[config.mk]
export PLATFORM = sky130hd
export DESIGN_NAME = sacl_ram
export DESIGN_NICKNAME = d
export VERILOG_FILES = /design/src/sacl_ram.sv
export SDC_FILE = /design/constraint.sdc
export NUM_CORES = 2
export LEC_CHECK = 0
export ABC_AREA = 1
export BUFFER_PORTS_ARGS = -buffer_cell sky130_fd_sc_hd__buf_2
export CORE_ASPECT_RATIO = 0.7
export CORE_MARGIN = 2
export CORE_UTILIZATION = 40
export DETAILED_ROUTE_END_ITERATION = 8
export PLACE_DENSITY = 0.55
export REMOVE_ABC_BUFFERS = 1
export SLEW_MARGIN = 20
export SYNTH_ARGS = -nofsm -noshare
export SYNTH_HDL_FRONTEND = slang
export SYNTH_SLANG_ARGS = --single-unit
[constraint.sdc]
create_clock -name clk -period 4.1 [get_ports clk]
set_input_delay 0.615 -clock clk [delete_from_list [all_inputs] [get_ports clk]]
set_output_delay 0.615 -clock clk [all_outputs]
set_load 0.01 [all_outputs]
[src/sacl_ram.sv]
// Generic single-write, single-read synchronous RAM with registered read data.
// No dependencies.
module sacl_ram #(
	parameter int WIDTH = 8,
	parameter int DEPTH = 256
) (
	input  logic                                  clk,
	input  logic                                  we,
	input  logic [(DEPTH > 1 ? $clog2(DEPTH) : 1)-1:0] waddr,
	input  logic [WIDTH-1:0]                      wdata,
	input  logic                                  re,
	input  logic [(DEPTH > 1 ? $clog2(DEPTH) : 1)-1:0] raddr,
	output logic [WIDTH-1:0]                      rdata
);

	logic [WIDTH-1:0] mem [DEPTH];

	always_ff @(posedge clk) begin
		if (we) begin
			mem[waddr] <= wdata;
		end
		if (re) begin
			rdata <= mem[raddr];
		end
	end

endmodule

-- Word-level counts from Yosys, hierarchy flattened
Memory sizes are Yosys's and may differ from the RTL's. A register that Yosys moved wholly into a read port is not among the register bits.
Index checks and enable logic that the tools add are counted.
- bits in writable memories: 2048
- memories: 1
- bits in registers: 0
- word-level logic and storage cells: 3
- input bits: 27
- output and inout port bits: 8
- memories (name ; words ; width ; rd ports ; clocked after Yosys merged registers in ; write ports ; RTL line ; source):
    mem ; 256 ; 8 ; 1 ; 1 ; 1 ; 16 ; logic [WIDTH-1:0] mem [DEPTH];
- mux-type cells: 2
- operator list (cell ; number):
    1-bit 2-to-1 mux ; 2

-- Depth between registers and ports, before layout
- word-level depth: 2
- gate-level depth with buffers: 15
- gate-level depth less buffers: 11

-- Least setup slack after synthesis
No wires, ideal clock.
- path kind: input port to flip-flop
- from: input we
- to: memory mem[162][0], enable pin
- required time: 3730 ps
- arrival time: 1736 ps
- buffers on the path: 2
- stages: 4
- library setup time: 370 ps
- slack: 1994 ps
- cells stage by stage: clkbuf_1 > nand3_1 > clkbuf_1 > nor2_1
- cells in the longest elaborated chain, start to end: 2
- ends and longest elaborated chain (what ; RTL line ; source):
    from (decl) ; 8 ; input logic we,
    1-bit 2-to-1 mux ; 19 ; if (we) begin
    1-bit 2-to-1 mux (implied by the code) ; 20 ; mem[waddr] <= wdata;
    to (decl) ; 16 ;
No other way between the ends.

==> qor.txt <==
status: complete, no violations
placed insts: 9,626
share of cells above drive strength 1: 8.545%
Routed WL: 249,500 µm
CTS buffer count: 199
Detailed Place HPWL: 147,800 µm
Hold Vio Cnt, Final: 0
nets@finish: 7,085
worst reg-to-reg setup slack: 1.78 ns
VDD IR max: 0.3343 mV
Startpoint Class: input port
Slew Viols, Final: 0
CORE AREA: 0.2077 mm²
post-place setup slack: 0.5064 ns
Area Overhead vs Synth: 12.68%
WL per Instance: 24.99 µm
I/O pins: 35
fin crit share: 69.42%
CTS tree: built
Worst Setup End Kind: flop
worst setup margin: 1.254 ns
Post-DRT Antenna Nets: 0
clock skew: 0.05397 ns
slowest stage cell, crit path: nand3_1
Reg clk slew, reported paths: 0.06 ns
Max FO, Critical Path: 70
most common cell after layout, fill and taps aside: nand2_1
DRC errors left: 0
Tightest Hold Check Type: input port to flop
max_cap viols: 0
part of the Yosys area used for sequential elements: 73.96%
vias in the first global route: 51,810
die area: 0.2124 mm²
WHS: 0.1617 ns
Arr. time, crit path: 3.43 ns
Post CTS Setup Buffer Count: 0
commonest non-fill, non-tap cells in the layout: 2,117 x nand2_1, 2,056 x edfxtp_1, 2,019 x nand3_1
Worst path max stage delay: 0.49 ns
synthesized area: 0.08348 mm²
synth unique cells: 13
Crit Path Class: input port to flop
Die H: 386.2 µm
post-layout min period: 2.846 ns
Die X: 550.0 µm
CP cell instances: buf_8 > inv_16 > buf_12 > buf_12 > nand2_1 > nand3_1 > nand3_1 > nand3_1 > nand3_1 > nand3_1 > nand3_1 > nand2_1 > nand2_1 > nand2_1
Critical Path RT: 4.69 ns
Fin Setup TNS: 0 ns
unrepaired setup endpoints after global routing: false
I/O Buffers: 34
Worst-Skew Late Latency: 0.87 ns
largest net degree at the start of global routing: 144
Yosys warnings: 0
Max clock buf depth: 4
fin util: 45.28%
PD cells: 467.8 mW/mm²
GP Congestion: 0.8588
Initial Util: 40.18%
GRT Util Overall: 23.31%
hold buffer count at CTS: 0
endpoints failing setup: 0
FMAX: 351.3 MHz
Slew @ Worst Pin: 1.158 ns
Yosys reg bits: 2,056
CTS sink cnt: 2,056
Vias/cell: 5.561
Post-Synthesis Cells: 7,003
first-pass GRT wire length: 365,400 µm
most repeated library cell on the critical path: nand3_1
# rows: 140
leak pwr: 0.03259 µW
DR vias: 55,520
global route overflow: 0
post_cts resized: 0
initial drt markers: 7,411
Worst slew margin: 22.79%
TritonRoute pass-1 iters: 6
Layout Cells excl Fill: 9,984
Root Driver: clkbuf_16
Post-Syn Area per Cell: 11.92 µm²
number of H-tree levels: 4
antenna violations before repair: 12
==> cell type report <==
class / instances / area (µm²)
multi-input combinational: 4425 / 19150
clock inverter: 109 / 1011
inverter: 39 / 180.2
fill: 18950 / 113700
clock buffer: 243 / 5166
sequential: 2056 / 61740
tap: 2769 / 3465
antenna: 6 / 15.01
timing repair buffer: 337 / 3333
==> report_power, final <==
group | total [µW] | internal, µW | switching (µW)
Clock | 18000 | 10100 | 7930
Combinational | 2810 | 676 | 2140
Sequential | 23200 | 23200 | 27.0
==> cell usage after synthesis <==
| cell type | number | area share (%) |
|---|---|---|
| nand2_1 | 2123 | 9.5 |
| edfxtp_1 | 2056 | 74 |
| nand3_1 | 2019 | 12 |
| nor2_1 | 283 | 1.3 |
| buf_2 | 268 | 1.6 |
| clkbuf_1 | 112 | 0.50 |
| buf_4 | 46 | 0.41 |
| buf_1 | 40 | 0.18 |
| inv_1 | 36 | 0.16 |
| buf_6 | 16 | 0.22 |
| inv_2 | 2 | 0.0090 |
| buf_8 | 1 | 0.018 |
| inv_4 | 1 | 0.0075 |
==> registers in the layout, indices dropped and copies added (netlist names) <==
register and count:
mem 2048, rdata 8
==> path summary, 6_finish.rpt <==
path / start / cells after the start / to
max: raddr[0] / 14 / rdata[7]
min: wdata[7] / 1 / mem[103][7]
max reg2reg: mem[189][7] / 10 / rdata[7]
min reg2reg: mem[30][1] / 10 / rdata[1]
==> through the flow <==
step	area (µm²)	total power, µW
final	94060	44000
after global placement	87870	26420
after CTS	94050	44210
after global routing	94050	45260
after floorplan	81020	24870
after detailed placement	87870	26430
==> per-layer routing <==
metal / routed length, µm / track usage, % / vias to the layer above / share of wire (%)
met3: 26250 / 5.823 / 314 / 11
met1: 114900 / 36.45 / 27680 / 46
li1: - / - / 24980 / -
met2: 103800 / 32.52 / 2555 / 42
met5: 0 / 0.6523 / - / 0
met4: 4429 / 4.568 / 0 / 1.8
==> worst max-delay path: cells and delay by family <==
| family | cells | cell delay (ns) |
|---|---|---|
| AND/OR/NAND/NOR | 10 | 1.63 |
| buffers and inverters | 4 | 1.01 |
==> kinds of logic after synthesis <==
kind of cell	synth area share [%]
buffers and inverters	3.116
flip-flops	73.96
AND/OR/NAND/NOR	22.92
(Power assumes the default switching activity.)
