$ cat src/sacl_pkg.sv
// Shared types and constants for the set-associative cache LRU tracker.
// No dependencies; imported by every module of the block except sacl_ram.
package sacl_pkg;

	localparam int CNT_W          = 32;
	localparam int CFG_SB_W       = 4;
	localparam int CFG_BB_W       = 6;
	localparam int CFG_WAYS_W     = 4;
	localparam int SB_W           = 5;
	localparam int BB_W           = 6;
	localparam int WAYS_W         = 5;
	localparam int MAX_BLOCK_BITS = 32;

	localparam logic [CFG_SB_W-1:0]   RST_SET_BITS   = 4'd4;
	localparam logic [CFG_BB_W-1:0]   RST_BLOCK_BITS = 6'd4;
	localparam logic [CFG_WAYS_W-1:0] RST_WAYS       = 4'd1;

	localparam logic [1:0] REG_SET_BITS   = 2'd0;
	localparam logic [1:0] REG_BLOCK_BITS = 2'd1;
	localparam logic [1:0] REG_WAYS       = 2'd2;

	typedef enum logic [1:0] {
		CMD_LOAD   = 2'd0,
		CMD_STORE  = 2'd1,
		CMD_MODIFY = 2'd2,
		CMD_INSTR  = 2'd3
	} cmd_t;

	typedef enum logic [1:0] {
		OUT_HIT     = 2'd0,
		OUT_FILL    = 2'd1,
		OUT_EVICT   = 2'd2,
		OUT_IGNORED = 2'd3
	} outcome_t;

	typedef struct packed {
		logic [SB_W-1:0]   set_bits;
		logic [BB_W-1:0]   block_bits;
		logic [WAYS_W-1:0] ways;
	} geom_t;

	typedef struct packed {
		outcome_t outcome;
		logic     hit;
		logic     miss;
		logic     evict;
	} lookup_t;

endpackage

$ cat src/sacl_cfg.sv
// APB configuration registers and clamped cache geometry.
// Depends on sacl_pkg.
module sacl_cfg import sacl_pkg::*; #(
	parameter int MAX_SET_BITS = 8,
	parameter int MAX_WAYS     = 8
) (
	input  logic        clk,
	input  logic        arst_n,
	input  logic        psel,
	input  logic        penable,
	input  logic        pwrite,
	input  logic [3:0]  paddr,
	input  logic [31:0] pwdata,
	output logic [31:0] prdata,
	output logic        pready,
	output geom_t       geom
);

	logic [CFG_SB_W-1:0]   set_bits_q;
	logic [CFG_BB_W-1:0]   block_bits_q;
	logic [CFG_WAYS_W-1:0] ways_q;
	logic                  wr_en;

	assign pready = 1'b1;
	assign wr_en  = psel & penable & pwrite & pready;

	always_ff @(posedge clk or negedge arst_n) begin
		if (!arst_n) begin
			set_bits_q   <= RST_SET_BITS;
			block_bits_q <= RST_BLOCK_BITS;
			ways_q       <= RST_WAYS;
		end else if (wr_en) begin
			case (paddr[3:2])
				REG_SET_BITS:   set_bits_q   <= pwdata[CFG_SB_W-1:0];
				REG_BLOCK_BITS: block_bits_q <= pwdata[CFG_BB_W-1:0];
				REG_WAYS:       ways_q       <= pwdata[CFG_WAYS_W-1:0];
				default: ;
			endcase
		end
	end

	always_comb begin
		case (paddr[3:2])
			REG_SET_BITS:   prdata = {{(32-CFG_SB_W){1'b0}}, set_bits_q};
			REG_BLOCK_BITS: prdata = {{(32-CFG_BB_W){1'b0}}, block_bits_q};
			REG_WAYS:       prdata = {{(32-CFG_WAYS_W){1'b0}}, ways_q};
			default:        prdata = 32'd0;
		endcase
	end

	always_comb begin
		geom.set_bits = {1'b0, set_bits_q};
		if (geom.set_bits == '0) begin
			geom.set_bits = SB_W'(1);
		end else if (geom.set_bits > SB_W'(MAX_SET_BITS)) begin
			geom.set_bits = SB_W'(MAX_SET_BITS);
		end
		geom.block_bits = block_bits_q;
		if (geom.block_bits == '0) begin
			geom.block_bits = BB_W'(1);
		end else if (geom.block_bits > BB_W'(MAX_BLOCK_BITS)) begin
			geom.block_bits = BB_W'(MAX_BLOCK_BITS);
		end
		geom.ways = {1'b0, ways_q};
		if (geom.ways == '0) begin
			geom.ways = WAYS_W'(1);
		end else if (geom.ways > WAYS_W'(MAX_WAYS)) begin
			geom.ways = WAYS_W'(MAX_WAYS);
		end
	end

endmodule

$ cat config.mk
export PLATFORM = sky130hd
export DESIGN_NAME = sacl_cfg
export DESIGN_NICKNAME = d
export VERILOG_FILES = /design/src/sacl_pkg.sv /design/src/sacl_cfg.sv
export SDC_FILE = /design/constraint.sdc
export NUM_CORES = 1
export LEC_CHECK = 0
export BUFFER_PORTS_ARGS = -buffer_cell sky130_fd_sc_hd__clkbuf_2
export CELL_PAD_IN_SITES_DETAIL_PLACEMENT = 1
export CELL_PAD_IN_SITES_GLOBAL_PLACEMENT = 2
export CORE_UTILIZATION = 19
export CTS_CLUSTER_SIZE = 25
export DETAILED_ROUTE_END_ITERATION = 10
export PLACE_DENSITY_LB_ADDON = 0.15
export RECOVER_POWER = 25
export SYNTH_ARGS = -nofsm -noshare
export SYNTH_HDL_FRONTEND = slang
export SYNTH_SLANG_ARGS = --single-unit
$ cat constraint.sdc
create_clock -name clk -period 1.5 [get_ports clk]
set_clock_uncertainty 0.15 [all_clocks]
set_input_delay 0.375 -clock clk [delete_from_list [all_inputs] [get_ports clk]]
set_output_delay 0.375 -clock clk [all_outputs]
set_load 0.01 [all_outputs]
### Word level (Yosys, flattened, before mapping)

Cells that the tools add are included.
Widths: inputs -> output; s select.

* bits in registers: 14
* latch bits: 0
* memory bits (writable): 0
* ROM bits: 0
* bits of input ports: 41
* output and inout port bits: 49
* logic and storage cells: 24
* memories kept: 0

* add/sub/neg operators: 0
* multipliers: 0
* divide/modulo/power cells: 0
* order comparisons: 3
* equal/unequal tests: 2
* shift-type cells: 0
* mux-type cells: 7
* bitwise logic cells: 2
* reductions and logical operators: 7

Operators with widths (number)
* $pmux 6 s3: 1
* $mux 4: 4
* $mux 6: 2
* $gt 4x4->1 const B: 2
* $logic_not 4->1: 2
* $gt 6x6->1 const B: 1
* $logic_not 6->1: 1
* $reduce_and 2->1: 3
* $and 1x1->1: 2
* $eq 2x1->1 const B: 1
* $eq 2x2->1 const B: 1
* $logic_not 2->1: 1

### Depth between registers and ports, before layout

* depth after elaboration: 3
* mapped depth: 4
* depth with buffers taken out: 3

### Least setup slack after synthesis

No wires, ideal clock.

* kind: input -> register
* start: in paddr[2]
* end: reg ways_q[1]
* library setup time: 125 ps
* arrival: 1223 ps
* data required time: 1225 ps
* setup slack: 2 ps
* stages: 3
* buffers on the path: 1
* cell sequence: buf_6 or3b_4 mux2_4

* longest elaborated chain between the ends: 2

RTL lines
* from (decl): RTL line sacl_cfg.sv:12 `input logic [3:0] paddr,`
* $eq 2x2->1: RTL line sacl_cfg.sv:33 `case (paddr[3:2])`
* $reduce_and 2->1 (no source line)
* to (signal assigned): RTL line sacl_cfg.sv:36 `REG_WAYS: ways_q <= pwdata[CFG_WAYS_W-1:0];`
* to (decl): RTL line sacl_cfg.sv:21 `logic [CFG_WAYS_W-1:0] ways_q;`

No other way between the ends.
A chain may end at the register's enable or synchronous reset.

### Final worst setup path

* start: reg block_bits_q[2]
* end: out prdata[2]

* longest elaborated chain between the ends: 1

RTL lines
* from (decl): RTL line sacl_cfg.sv:20 `logic [CFG_BB_W-1:0] block_bits_q;`
* from (signal assigned): RTL line sacl_cfg.sv:35 `REG_BLOCK_BITS: block_bits_q <= pwdata[CFG_BB_W-1:0];`
* $pmux 6 s3: RTL line sacl_cfg.sv:43 `case (paddr[3:2])`
* to (decl): RTL line sacl_cfg.sv:14 `output logic [31:0] prdata,`

No other way between the ends.

==> out/summary.txt <==
outcome: complete, but fails checks
violations in the final reports: setup timing
placement row count: 26
source of the worst hold timing path: pwdata[4]
number of H-tree levels: 1
most instantiated flip-flop cell in the synthesis netlist: sky130_fd_sc_hd__dfrtp_1
internal portion of total power: 1059 µW
routed length per instance: 11.50 µm
Floorplan Core Area: 0.005107 mm²
sum of buffers and inverters on the critical path: 1
final-report max-slew violation count: 0
via count: 763
synthesized area per cell: 10.11 µm²
Final WS setup: -215.0 ps
CTS tree: yes
Post-Layout Inst Area: 0.001383 mm²
vias in the first global route: 743
maximum frequency from static timing analysis: 583.1 MHz
Comb pwr share: 43.0%
largest net degree at the start of global routing: 15
kind of capture point of the worst setup path: output port
setup repair after global routing missed its margin: true
nets@finish: 188
number of standard cells after synthesis: 100
total inserted antenna cells: 0
Arr. time, crit path: 1190 ps
setup TNS: -1549 ps
final period demand of the worst path: 1715 ps
number of enable-type register cells in the synthesized netlist: 0
class of the most critical hold timing path: input port to flip-flop
Global Route Usage Sum: 9.306%
YS warnings: 0
depth of the worst register-to-register path: 3
worst slack after detailed placement: -230.8 ps
total wire length after detailed routing: 2483 µm
Worst Path Max Fanout: 3
worst endpoint required time: 970 ps
clock network fraction of total power: 20.1%
startpoint of the worst register-to-register path: ways_q[1]
critical path, cell by cell: mux2i_2 > o21ai_1 > buf_2
initial antenna violation count: 0
post-detailed-route via-to-cell ratio: 3.532
net switching power: 529.2 µW
Hold Path Stages: 2
number of distinct library cells after synthesis: 19
post-synthesis async set-or-reset flop share: 100.0%
Routed Antenna Nets: 0
maximum count of clock buffers along a single path: 2
share of synthesized area occupied by flip-flops and latches: 35.02%
clock buffer count from CTS: 3
sequential share of power: 36.9%
area enclosed by the die boundary: 0.005617 mm²
global-route wire length before repair: 3767 µm
Max-Cap Viols: 0
number of placed I/O pins: 90
Worst R2R End: ways_q[1]
Slowest cell on crit path: sky130_fd_sc_hd__dfstp_2
Max rail drop VDD: 0.0003981 V
effective utilization at floorplan: 19.79%
residual DRC count: 0
number of design-rule violations left by the first detailed-router iteration: 26
cell area after technology mapping: 0.001011 mm²
type of the setup path with the least slack: flip-flop to output port
cell area reported after detailed placement: 0.001180 mm²
buffers added on ports: 32
CTS clk-pin slew, worst paths: 60 ps
power density relative to cell area: 1149 mW/mm²
Static Leak: 0.0007047 µW
max incr delay on CP: 560 ps
cell family with most CP delay: flip-flops
die boundary height: 74.95 µm
Fin. Hold Viols: 0
number of clock sinks: 14
synthesis-to-finish area growth: 36.76%
final weighted congestion of routability-driven global placement: 0.6701
die extent in x: 74.95 µm
clock root buffer master: sky130_fd_sc_hd__clkbuf_8
critical path startpoint category: flip-flop
endpoint with the worst hold slack: block_bits_q[4]
setup violators final: 13
setup slack, reg-to-reg: 320 ps
post-route clock period utilization: 114.3%
total half-perimeter wirelength after legalization and detailed placement: 1979 µm
final global-route overflow total: 0
number of synthesized register bits: 14
sw frac: 33.32%
later-pin clock latency in the skew report: 240 ps
proportion of layout cells with a drive suffix above 1: 55.48%
first-pass iteration count of the detailed router: 2
[registers in the layout (all words and copies together) (netlist names)]
name          flops
ways_q            4
set_bits_q        4
block_bits_q      6
[through the flow]
step	hold WS, ps	power, µW	util [%]	cells
after floorplan	-70.59	929.3	-	127
after global placement	155.6	1111	23.10	204
after detailed placement	159.4	1121	23.10	204
after CTS	209.8	1543	25.82	214
after global routing	228.4	1696	27.07	216
final	214.3	1588	27.07	216
[placed cells by master (no fill, tap or decap)]
| cell type | n |
|---|---|
| sky130_fd_sc_hd__and3b_1 | 2 |
| sky130_fd_sc_hd__buf_2 | 10 |
| sky130_fd_sc_hd__buf_4 | 11 |
| sky130_fd_sc_hd__buf_6 | 9 |
| sky130_fd_sc_hd__buf_8 | 1 |
| sky130_fd_sc_hd__clkbuf_1 | 1 |
| sky130_fd_sc_hd__clkbuf_2 | 17 |
| sky130_fd_sc_hd__clkbuf_8 | 3 |
| sky130_fd_sc_hd__conb_1 | 29 |
| sky130_fd_sc_hd__dfrtp_1 | 9 |
| sky130_fd_sc_hd__dfrtp_2 | 2 |
| sky130_fd_sc_hd__dfstp_2 | 3 |
| sky130_fd_sc_hd__dlygate4sd3_1 | 1 |
| sky130_fd_sc_hd__mux2_2 | 10 |
| sky130_fd_sc_hd__mux2_4 | 4 |
| sky130_fd_sc_hd__mux2i_1 | 2 |
| sky130_fd_sc_hd__mux2i_2 | 2 |
| sky130_fd_sc_hd__nand2_1 | 4 |
| sky130_fd_sc_hd__nand3_2 | 1 |
| sky130_fd_sc_hd__nor2_1 | 8 |
| sky130_fd_sc_hd__nor2b_1 | 5 |
| sky130_fd_sc_hd__nor2b_2 | 1 |
| sky130_fd_sc_hd__nor2b_4 | 3 |
| sky130_fd_sc_hd__nor3_2 | 1 |
| sky130_fd_sc_hd__nor3b_2 | 1 |
| sky130_fd_sc_hd__nor4_2 | 1 |
| sky130_fd_sc_hd__o21ai_1 | 4 |
| sky130_fd_sc_hd__or3b_4 | 1 |
[layout make-up]
class	instances	area [µm²]
clock buffers	4	45.04
fillers	597	3725
multi-input cells	79	549.3
flip-flops and latches	14	356.6
well taps	70	87.58
repair buffers	49	344.1
[kinds of logic (layout without fill, tap and decap cells)]
| family | count (synthesis) | after routing | share of synthesized area (%) |
|---|---|---|---|
| flops | 14 | 14 | 35.02 |
| buf+inv | 34 | 53 | 24.51 |
| other cells | 2 | 29 | 0.7429 |
| simple gates | 28 | 28 | 16.71 |
| compound gates | 4 | 4 | 1.980 |
| mux | 18 | 18 | 21.04 |
[Yosys cell counts (2+ instances only)]
master	instances	share of area, %
sky130_fd_sc_hd__dfstp_2	3	7.8
sky130_fd_sc_hd__clkbuf_1	3	1.1
sky130_fd_sc_hd__nor2b_1	9	5.6
sky130_fd_sc_hd__conb_1	2	0.74
sky130_fd_sc_hd__mux2_4	4	5.9
sky130_fd_sc_hd__o21ai_0	4	2.0
sky130_fd_sc_hd__and3b_1	2	1.7
sky130_fd_sc_hd__mux2i_1	4	4.0
sky130_fd_sc_hd__nand2_1	4	1.5
sky130_fd_sc_hd__nor2_1	8	3.0
sky130_fd_sc_hd__buf_4	30	22
sky130_fd_sc_hd__mux2_2	10	11
sky130_fd_sc_hd__dfrtp_1	11	27
[per-layer routing]
metal | routed length, µm | global-route usage [%] | vias up
li1 | - | - | 362
met1 | 1086 | 12.26 | 363
met2 | 1238 | 14.91 | 36
met3 | 139 | 1.473 | 2
met4 | 18 | 4.403 | 0
met5 | 0 | 0 | -
[timing repair]
action,4_1_cts,5_1_grt
pin swaps,2,2
gates resized for setup,17,24
endpoints found under the setup margin,16,17
endpoints found under the hold margin,11,0
setup buffers,5,2
hold buffers,1,0
[power groups by stage]
stage / Clock [µW] / Sequential (µW) / Combinational, µW
global placement: 0 / 586 / 526
detailed placement: 0 / 585 / 537
CTS: 333 / 583 / 626
finish: 319 / 586 / 683
global route: 345 / 604 / 747
floorplan: 0 / 553 / 376
[how the worst max path moves through the flow]
stage / startpoint / to / slack, ps / cells after the start
3_3_place_gp: paddr[2] / prdata[1] / -190 / 5
3_5_place_dp: paddr[2] / prdata[2] / -230 / 5
6_report: block_bits_q[2] / prdata[2] / -220 / 3
4_1_cts: block_bits_q[2] / prdata[2] / -250 / 3
2_1_floorplan: paddr[2] / ways_q[1] / 2 / 3
5_1_grt: block_bits_q[2] / prdata[2] / -310 / 3
(Power assumes the default switching activity.)
