<file path="src/sacl_pkg.sv">
// Shared types and constants for the set-associative cache LRU tracker.
// No dependencies; imported by every module of the block except sacl_ram.
package sacl_pkg;

	localparam int CNT_W          = 32;
	localparam int CFG_SB_W       = 4;
	localparam int CFG_BB_W       = 6;
	localparam int CFG_WAYS_W     = 4;
	localparam int SB_W           = 5;
	localparam int BB_W           = 6;
	localparam int WAYS_W         = 5;
	localparam int MAX_BLOCK_BITS = 32;

	localparam logic [CFG_SB_W-1:0]   RST_SET_BITS   = 4'd4;
	localparam logic [CFG_BB_W-1:0]   RST_BLOCK_BITS = 6'd4;
	localparam logic [CFG_WAYS_W-1:0] RST_WAYS       = 4'd1;

	localparam logic [1:0] REG_SET_BITS   = 2'd0;
	localparam logic [1:0] REG_BLOCK_BITS = 2'd1;
	localparam logic [1:0] REG_WAYS       = 2'd2;

	typedef enum logic [1:0] {
		CMD_LOAD   = 2'd0,
		CMD_STORE  = 2'd1,
		CMD_MODIFY = 2'd2,
		CMD_INSTR  = 2'd3
	} cmd_t;

	typedef enum logic [1:0] {
		OUT_HIT     = 2'd0,
		OUT_FILL    = 2'd1,
		OUT_EVICT   = 2'd2,
		OUT_IGNORED = 2'd3
	} outcome_t;

	typedef struct packed {
		logic [SB_W-1:0]   set_bits;
		logic [BB_W-1:0]   block_bits;
		logic [WAYS_W-1:0] ways;
	} geom_t;

	typedef struct packed {
		outcome_t outcome;
		logic     hit;
		logic     miss;
		logic     evict;
	} lookup_t;

endpackage

</file>
<file path="src/sacl_lookup.sv">
// Tag match, fill and victim choice, and LRU rank update for one set row.
// Depends on sacl_pkg.
module sacl_lookup import sacl_pkg::*; #(
	parameter int MAX_WAYS = 8,
	parameter int TAG_W    = 62,
	parameter int RANK_W   = 3
) (
	input  logic [MAX_WAYS*(1+RANK_W+TAG_W)-1:0] row_rd,
	input  logic [TAG_W-1:0]                     tag,
	input  logic [WAYS_W-1:0]                    ways,
	output logic [MAX_WAYS*(1+RANK_W+TAG_W)-1:0] row_wr,
	output lookup_t                              res
);

	localparam int WI      = (MAX_WAYS > 1) ? $clog2(MAX_WAYS) : 1;
	localparam int RANK_LO = MAX_WAYS;
	localparam int TAG_LO  = MAX_WAYS * (1 + RANK_W);

	always_comb begin
		logic [MAX_WAYS-1:0] valid;
		logic [MAX_WAYS-1:0] used;
		logic [RANK_W-1:0]   rank [MAX_WAYS];
		logic [TAG_W-1:0]    tags [MAX_WAYS];
		logic                hit_found;
		logic                free_found;
		logic [WI-1:0]       hit_way;
		logic [WI-1:0]       free_way;
		logic [WI-1:0]       victim;
		logic [RANK_W-1:0]   victim_rank;
		logic [WI-1:0]       sel;
		logic [RANK_W:0]     old;

		for (int i = 0; i < MAX_WAYS; i++) begin
			valid[i] = row_rd[i];
			rank[i]  = row_rd[RANK_LO + i*RANK_W +: RANK_W];
			tags[i]  = row_rd[TAG_LO + i*TAG_W +: TAG_W];
			used[i]  = (ways > WAYS_W'(i));
		end

		hit_found  = 1'b0;
		free_found = 1'b0;
		hit_way    = '0;
		free_way   = '0;
		for (int i = MAX_WAYS-1; i >= 0; i--) begin
			if (used[i] && valid[i] && tags[i] == tag) begin
				hit_found = 1'b1;
				hit_way   = WI'(i);
			end
			if (used[i] && !valid[i]) begin
				free_found = 1'b1;
				free_way   = WI'(i);
			end
		end

		victim      = '0;
		victim_rank = rank[0];
		for (int i = 1; i < MAX_WAYS; i++) begin
			if (used[i] && rank[i] > victim_rank) begin
				victim      = WI'(i);
				victim_rank = rank[i];
			end
		end

		if (hit_found) begin
			sel = hit_way;
			old = {1'b0, rank[hit_way]};
		end else if (free_found) begin
			sel = free_way;
			old = (RANK_W+1)'(MAX_WAYS);
		end else begin
			sel = victim;
			old = {1'b0, victim_rank};
		end

		row_wr = row_rd;
		for (int i = 0; i < MAX_WAYS; i++) begin
			if (WI'(i) == sel) begin
				row_wr[i]                          = 1'b1;
				row_wr[RANK_LO + i*RANK_W +: RANK_W] = '0;
				if (!hit_found) begin
					row_wr[TAG_LO + i*TAG_W +: TAG_W] = tag;
				end
			end else if (used[i] && valid[i] && {1'b0, rank[i]} < old
					&& rank[i] < RANK_W'(MAX_WAYS-1)) begin
				row_wr[RANK_LO + i*RANK_W +: RANK_W] = rank[i] + RANK_W'(1);
			end
		end

		res.hit   = hit_found;
		res.miss  = !hit_found;
		res.evict = !hit_found && !free_found;
		if (hit_found) begin
			res.outcome = OUT_HIT;
		end else if (free_found) begin
			res.outcome = OUT_FILL;
		end else begin
			res.outcome = OUT_EVICT;
		end
	end

endmodule

</file>
<file path="config.mk">
export PLATFORM = sky130hd
export DESIGN_NAME = sacl_lookup
export DESIGN_NICKNAME = d
export VERILOG_FILES = /design/src/sacl_pkg.sv /design/src/sacl_lookup.sv
export SDC_FILE = /design/constraint.sdc
export NUM_CORES = 1
export LEC_CHECK = 0
export BUFFER_PORTS_ARGS = -buffer_cell sky130_fd_sc_hd__buf_2
export CELL_PAD_IN_SITES_DETAIL_PLACEMENT = 2
export CELL_PAD_IN_SITES_GLOBAL_PLACEMENT = 2
export CORE_AREA = 3 3 438 440
export DETAILED_ROUTE_END_ITERATION = 16
export DIE_AREA = 0 0 441 443
export PLACE_DENSITY = 0.38
export SETUP_SLACK_MARGIN = 0.2
export SLEW_MARGIN = 10
export SYNTH_ARGS = -nofsm -noshare
export SYNTH_HDL_FRONTEND = slang
export SYNTH_SLANG_ARGS = --single-unit
</file>
<file path="constraint.sdc">
create_clock -name vclk -period 50
set_clock_uncertainty 0.1 [all_clocks]
set_input_delay 12.5 -clock vclk [all_inputs]
set_output_delay 12.5 -clock vclk [all_outputs]
set_load 0.005 [all_outputs]
</file>
Word level (Yosys, flattened, before mapping)
Index checks and enable logic that the tools add are counted.
- bits in registers: 0
- bits of input ports: 595
- output and inout bits: 533
- logic and storage cells: 210
- add/subtract/negate cells: 8
- $lt $le $gt $ge: 32
- equal/unequal tests: 15
- mux-type cells: 95
- bitwise gates (word level): 1
- reductions and logical operators: 59
- operators by type and width (operator ; count):
    $mux 62 ; 16
    $eq 62x62->1 ; 8
    $mux 3 ; 49
    $logic_and 1x1->1 ; 48
    $lt 3x4->1 ; 8
    $mux 1 ; 25
    $add 3x1->3 const B ; 8
    $lt 3x3->1 const B ; 8
    $gt 3x3->1 ; 7
    $gt 5x3->1 const B ; 4
    $eq 3x3->1 const A ; 4
    $gt 5x1->1 const B ; 2
    $gt 5x2->1 const B ; 2
    $logic_not 1->1 ; 10
    $bmux 3 s3 ; 1
    $mux 4 ; 2
    $eq 2x3->1 const A ; 2
    $ge 4x4->1 const B ; 1
    $mux 2 ; 2
    $not 3->4 ; 1
    $eq 1x3->1 const A ; 1
    $logic_not 3->1 ; 1

Logic depth before layout (Yosys ltp)
- depth after elaboration: 28
- gate-level depth with buffers: 56
- mapped depth without buffers: 55

Worst setup path before layout
OpenSTA, ideal clock, no wires.
- path type: input-to-output
- from: in row_rd[10]
- to: out row_wr[27]
- arrival time: 22.863 ns
- data required time: 37.400 ns
- path slack: 14.537 ns
- cell stages on the path: 54
- cells stage by stage: clkbuf_1 -> inv_1 -> ha_1 -> nand2_1 -> o21ai_1 -> and2_4 -> nand2_1 -> o21ai_0 -> ha_1 -> or2_1 -> maj3_1 -> a211oi_1 -> o21ai_1 -> nand2_1 -> mux2_2 -> ha_1 -> nor2_1 -> nand3_1 -> [... 18 more ...] -> or2_2 -> ha_1 -> a21o_1 -> a21oi_1 -> a311oi_1 -> nor2_1 -> a21oi_1 -> nor3_1 -> a21oi_1 -> nor2_1 -> a21oi_1 -> ha_1 -> or2_2 -> nor2_1 -> a31o_2 -> o31ai_1 -> o21ai_0 -> a21boi_0
- word-level cells in the longest chain between the ends: 28
- elaborated cells on any way between the ends: 41
- classes of those cells: 8 x order compare; 1 x eq/ne; 23 x mux; 9 x reduce/logical
- ends and longest elaborated chain (element ; RTL line ; text):
    start: declaration ; sacl_lookup.sv:8 ; input logic [MAX_WAYS*(1+RANK_W+TAG_W)-1:0] row_rd,
    $gt 3x3->1 ; sacl_lookup.sv:58 ; if (used[i] && rank[i] > victim_rank) begin
    $logic_and 1x1->1 ; sacl_lookup.sv:58 ;
    $mux 3 ; sacl_lookup.sv:58 ;
    $gt 3x3->1 ; sacl_lookup.sv:58 ;
    $logic_and 1x1->1 ; sacl_lookup.sv:58 ;
    $mux 3 ; sacl_lookup.sv:58 ;
    $gt 3x3->1 ; sacl_lookup.sv:58 ;
    $logic_and 1x1->1 ; sacl_lookup.sv:58 ;
    [... 12 more ...] ; - ;
    $mux 3 ; sacl_lookup.sv:58 ;
    $mux 4 ; sacl_lookup.sv:67 ; end else if (free_found) begin
    $mux 4 ; sacl_lookup.sv:64 ; if (hit_found) begin
    $lt 3x4->1 ; sacl_lookup.sv:83 ; end else if (used[i] && valid[i] && {1'b0, rank[i]} < old
    $logic_and 1x1->1 ; sacl_lookup.sv:83 ;
    $logic_and 1x1->1 ; sacl_lookup.sv:84 ; && rank[i] < RANK_W'(MAX_WAYS-1)) begin
    $mux 3 ; sacl_lookup.sv:83 ;
    $mux 3 * ; sacl_lookup.sv:77 ; if (WI'(i) == sel) begin
    end: declaration ; sacl_lookup.sv:11 ; output logic [MAX_WAYS*(1+RANK_W+TAG_W)-1:0] row_wr,
Mark *: on every way between the ends. The rest lies on a longest branch, timed or not. The select of a mux whose other input is x is not followed.

Worst setup path after layout
- from: in row_rd[10]
- to: out row_wr[153]
- word-level cells in the longest chain between the ends: 25
- elaborated cells on any way between the ends: 31
- classes of those cells: 7 x order compare; 1 x eq/ne; 16 x mux; 7 x reduce/logical
- ends and longest elaborated chain (element ; RTL line):
    $gt 3x3->1 ; sacl_lookup.sv:58
    $logic_and 1x1->1 ; sacl_lookup.sv:58
    $mux 3 ; sacl_lookup.sv:58
    $gt 3x3->1 ; sacl_lookup.sv:58
    $logic_and 1x1->1 ; sacl_lookup.sv:58
    $mux 3 ; sacl_lookup.sv:58
    $gt 3x3->1 ; sacl_lookup.sv:58
    $logic_and 1x1->1 ; sacl_lookup.sv:58
    [... 9 more ...] ; -
    $mux 3 ; sacl_lookup.sv:58
    $gt 3x3->1 ; sacl_lookup.sv:58
    $logic_and 1x1->1 ; sacl_lookup.sv:58
    $mux 3 * ; sacl_lookup.sv:58
    $mux 3 * ; sacl_lookup.sv:67
    $mux 3 * ; sacl_lookup.sv:64
    $eq 1x3->1 * ; sacl_lookup.sv:77
    $mux 62 * ; sacl_lookup.sv:77
Mark *: on every way between the ends. The rest lies on a longest branch, timed or not.

==> tab_implementation.tex <==
\begin{tabular}{lr}
\hline
Metric & Value \\
\hline
\multicolumn{2}{l}{\textbf{Status}} \\
Run status & finished clean \\
\multicolumn{2}{l}{\textbf{Floorplan}} \\
Vertical extent of the die & 443 microns \\
Initial core utilization & 8.79\% \\
Area enclosed by the die boundary & 195,000 sq um \\
Core Rows & 159 \\
Number of top-level pins & 1,128 \\
Core ar. & 188,000 sq um \\
Horiz. Die Dim & 441 microns \\
\multicolumn{2}{l}{\textbf{Setup path}} \\
Category of the worst setup path capture point & output port \\
Critical Path Stages & 49 \\
Data arrival time of the critical path & 25,780 ps \\
Critical Path RT & 37,400 ps \\
Dominant delay contributor by cell family on the critical path & compound AO/OA/AOI/OAI gates \\
Most Frequent Cell on Critical Path & sky130\_fd\_sc\_hd\_\_ha\_1 \\
Worst stage delay on the critical path & 710 ps \\
Worst path bufs/invs & 5 \\
Worst path slowest cell & sky130\_fd\_sc\_hd\_\_buf\_4 \\
Type of the setup path with the least slack & in2out \\
Largest fanout on the critical path & 62 \\
Kind of start point of the critical path & input pin \\
\multicolumn{2}{l}{\textbf{Pwr}} \\
PD cells & 12.8 nW/um\^{}2 \\
Fraction of power consumed by sequential logic & 0\% \\
IR Drop Worst-Case VDD & 0.00640 mV \\
Internal power & 0.112 mW \\
Clock network fraction of total power & 0\% \\
NetSw & 0.209 mW \\
Leakage power & 10.2 nW \\
Net switching fraction of the power & 65.0\% \\
Comb power frac & 100.0\% \\
\multicolumn{2}{l}{\textbf{Logic synthesis}} \\
Most area-consuming cells after synthesis & sky130\_fd\_sc\_hd\_\_mux2\_2, sky130\_fd\_sc\_hd\_\_xnor2\_1, sky130\_fd\_sc\_hd\_\_xor2\_1 \\
Gate Count Post-Synth & 2,059 \\
Cell Area, Synth & 16,500 sq um \\
Mapped Nets & 2,683 \\
Cell type with the highest aggregate area in the netlist & sky130\_fd\_sc\_hd\_\_mux2\_2 \\
Sequential element share of the synthesized area & 0\% \\
Most numerous cell in the Yosys netlist & sky130\_fd\_sc\_hd\_\_mux2\_2 \\
Commonest cells in the synthesized netlist & sky130\_fd\_sc\_hd\_\_mux2\_2, sky130\_fd\_sc\_hd\_\_xnor2\_1, sky130\_fd\_sc\_hd\_\_nand4\_1 \\
Warning count from the yosys run & 0 \\
Avg Cell Area, Syn & 8.03 sq um \\
Share of the synthesized area in the top cell type & 26.9\% \\
Cell variety after synth & 89 \\
\multicolumn{2}{l}{\textbf{Finish}} \\
Layout area overhead & 52.2\% \\
Number of nets at the end of the flow & 3,706 \\
Clock buffer instance count of the final layout & 0 \\
Sequential cell area & 0 sq um \\
Layout cell share with drive strength beyond 1 & 56.0\% \\
Final instance count without filler cells & 5,632 \\
Number of flip-flops and latches & 0 \\
\multicolumn{2}{l}{\textbf{Global route}} \\
Initial antenna violation count & 127 \\
Global-route congestion overflow total & 0 \\
Pin count of the biggest net entering global routing & 63 \\
First-pass GRT wire length & 297,000 microns \\
Total GRT Usage & 23.6\% \\
Number of global-route vias before repair & 24,769 \\
\multicolumn{2}{l}{\textbf{Worst hold path}} \\
Worst hold-check path type & in2out \\
Cell depth of the worst hold path & 3 \\
\multicolumn{2}{l}{\textbf{Drt}} \\
Routed wire length & 242,000 microns \\
Wirelength per Cell & 43.0 microns \\
Pre-antenna DRT Iters & 5 \\
Count of antenna-violating nets left after detailed routing & 0 \\
DR DRC count & 0 \\
Total number of vias & 23,513 \\
Via density per instance & 4.17 \\
Number of DRC violations after detailed-routing iteration 0 & 2,012 \\
\multicolumn{2}{l}{\textbf{Place}} \\
Post-DP HPWL & 207,000 microns \\
Port Buf Inserts & 1,128 \\
Weighted congestion at the end of routability-driven global placement & 0.913 \\
\# placed instances & 5,575 \\
\multicolumn{2}{l}{\textbf{STA}} \\
Minimum clock period & 38,380 ps \\
Fin. Hold Viols & 0 \\
Setup TNS & 0 ps \\
Worst-case headroom to the max-slew limit & 4.62\% \\
Fmax achieved & 26.1 MHz \\
RSZ-0062 raised after global routing & false \\
Setup Viol. Count Final & 0 \\
Worst-margin pin slew & 1420 ps \\
Post-route fraction of the period consumed by the critical path & 76.8\% \\
Pins over their slew limit & 0 \\
\multicolumn{2}{l}{\textbf{Clocking}} \\
Number of buffers added for setup after CTS & 0 \\
Hold bufs inserted after CTS & 0 \\
Post-cts repair resize count & 0 \\
\multicolumn{2}{l}{\textbf{Job}} \\
Max cap viols & 0 \\
\hline
\end{tabular}
==> cell usage in the layout, fill, tap and decap left out, types with 6 or more instances in the layout <==
master and n:
sky130_fd_sc_hd__a211oi_1 6, sky130_fd_sc_hd__a21o_1 8, sky130_fd_sc_hd__a21oi_1 36, sky130_fd_sc_hd__a221oi_1 6, sky130_fd_sc_hd__and2_1 11, sky130_fd_sc_hd__and3_1 6
sky130_fd_sc_hd__buf_2 1128, sky130_fd_sc_hd__buf_4 92, sky130_fd_sc_hd__diode_2 57, sky130_fd_sc_hd__ha_1 29, sky130_fd_sc_hd__inv_1 41, sky130_fd_sc_hd__mux2_1 35
sky130_fd_sc_hd__mux2_2 395, sky130_fd_sc_hd__mux2_4 60, sky130_fd_sc_hd__mux2i_1 9, sky130_fd_sc_hd__nand2_1 77, sky130_fd_sc_hd__nand2b_1 21, sky130_fd_sc_hd__nand3_1 29
sky130_fd_sc_hd__nand4_1 172, sky130_fd_sc_hd__nand4b_1 6, sky130_fd_sc_hd__nor2_1 68, sky130_fd_sc_hd__nor2b_1 7, sky130_fd_sc_hd__nor3_1 28, sky130_fd_sc_hd__nor4_1 101
sky130_fd_sc_hd__nor4b_1 6, sky130_fd_sc_hd__o2111ai_1 8, sky130_fd_sc_hd__o21a_1 7, sky130_fd_sc_hd__o21ai_0 44, sky130_fd_sc_hd__o21ai_1 10, sky130_fd_sc_hd__o22ai_1 6
sky130_fd_sc_hd__or2_2 15, sky130_fd_sc_hd__or4_1 11, sky130_fd_sc_hd__xnor2_1 329, sky130_fd_sc_hd__xor2_1 163
==> metrics by stage <==
| stage | power [mW] | utilization, % | hold WS [ps] | area, sq um | worst slack [ps] |
|---|---|---|---|---|---|
| after floorplan | 0.135 | - | 24990 | 16500 | 14540 |
| after global placement | 0.319 | 13.3 | 25220 | 25000 | 11860 |
| after detailed placement | 0.318 | 13.3 | 25220 | 25000 | 11780 |
| after CTS | 0.319 | 13.3 | 25220 | 25000 | 11730 |
| after global routing | 0.334 | 13.3 | 25240 | 25100 | 10690 |
| final | 0.321 | 13.4 | 25220 | 25200 | 11620 |
==> power by group through the flow <==
stage	Clock (mW)	Combinational [mW]	Sequential, mW
6_report	0.0000000776	0.321	0
5_1_grt	0.0000000790	0.334	0
4_1_cts	0	0.319	0
3_5_place_dp	0	0.318	0
3_3_place_gp	0	0.319	0
2_1_floorplan	0	0.135	0
==> cells by family after synthesis <==
logic type	Yosys count	share of synthesized area (%)
AOI/OAI and AO/OA	206	8.86
xor gates and xnor gates	492	26.1
adders and majority gates	31	2.32
buffers and inverters	241	7.12
muxes	499	35.3
and+or+nand+nor	590	20.3
==> metal layers <==
layer	share of wire, %	routed length [microns]	vias to the layer above	global-route usage, %
li1	-	-	9666	-
met1	40	96700	12167	28.4
met2	49	118000	1345	41.0
met3	6.6	16000	323	4.60
met4	4.7	11500	12	9.06
met5	0.033	81	-	0
==> cell type report <==
type	instances	area (sq um)
Inverter	42	158
Timing Repair Buffer	1220	6340
Fill cell	22422	163000
Tap cell	2495	3120
Multi-Input combinational cell	1818	15400
Antenna cell	57	143
==> tightest hold or removal path, delay by kind of cell <==
kind | cells | cell delay [ps]
buffers and inverters | 2 | 190
multiplexers | 1 | 120
==> final timing paths <==
path / endpoint / start / slack [ps]
setup / recovery: row_wr[153] / row_rd[10] / 11620
hold / removal: row_wr[477] / row_rd[477] / 25220
Power figures use the tool's default switching activity.
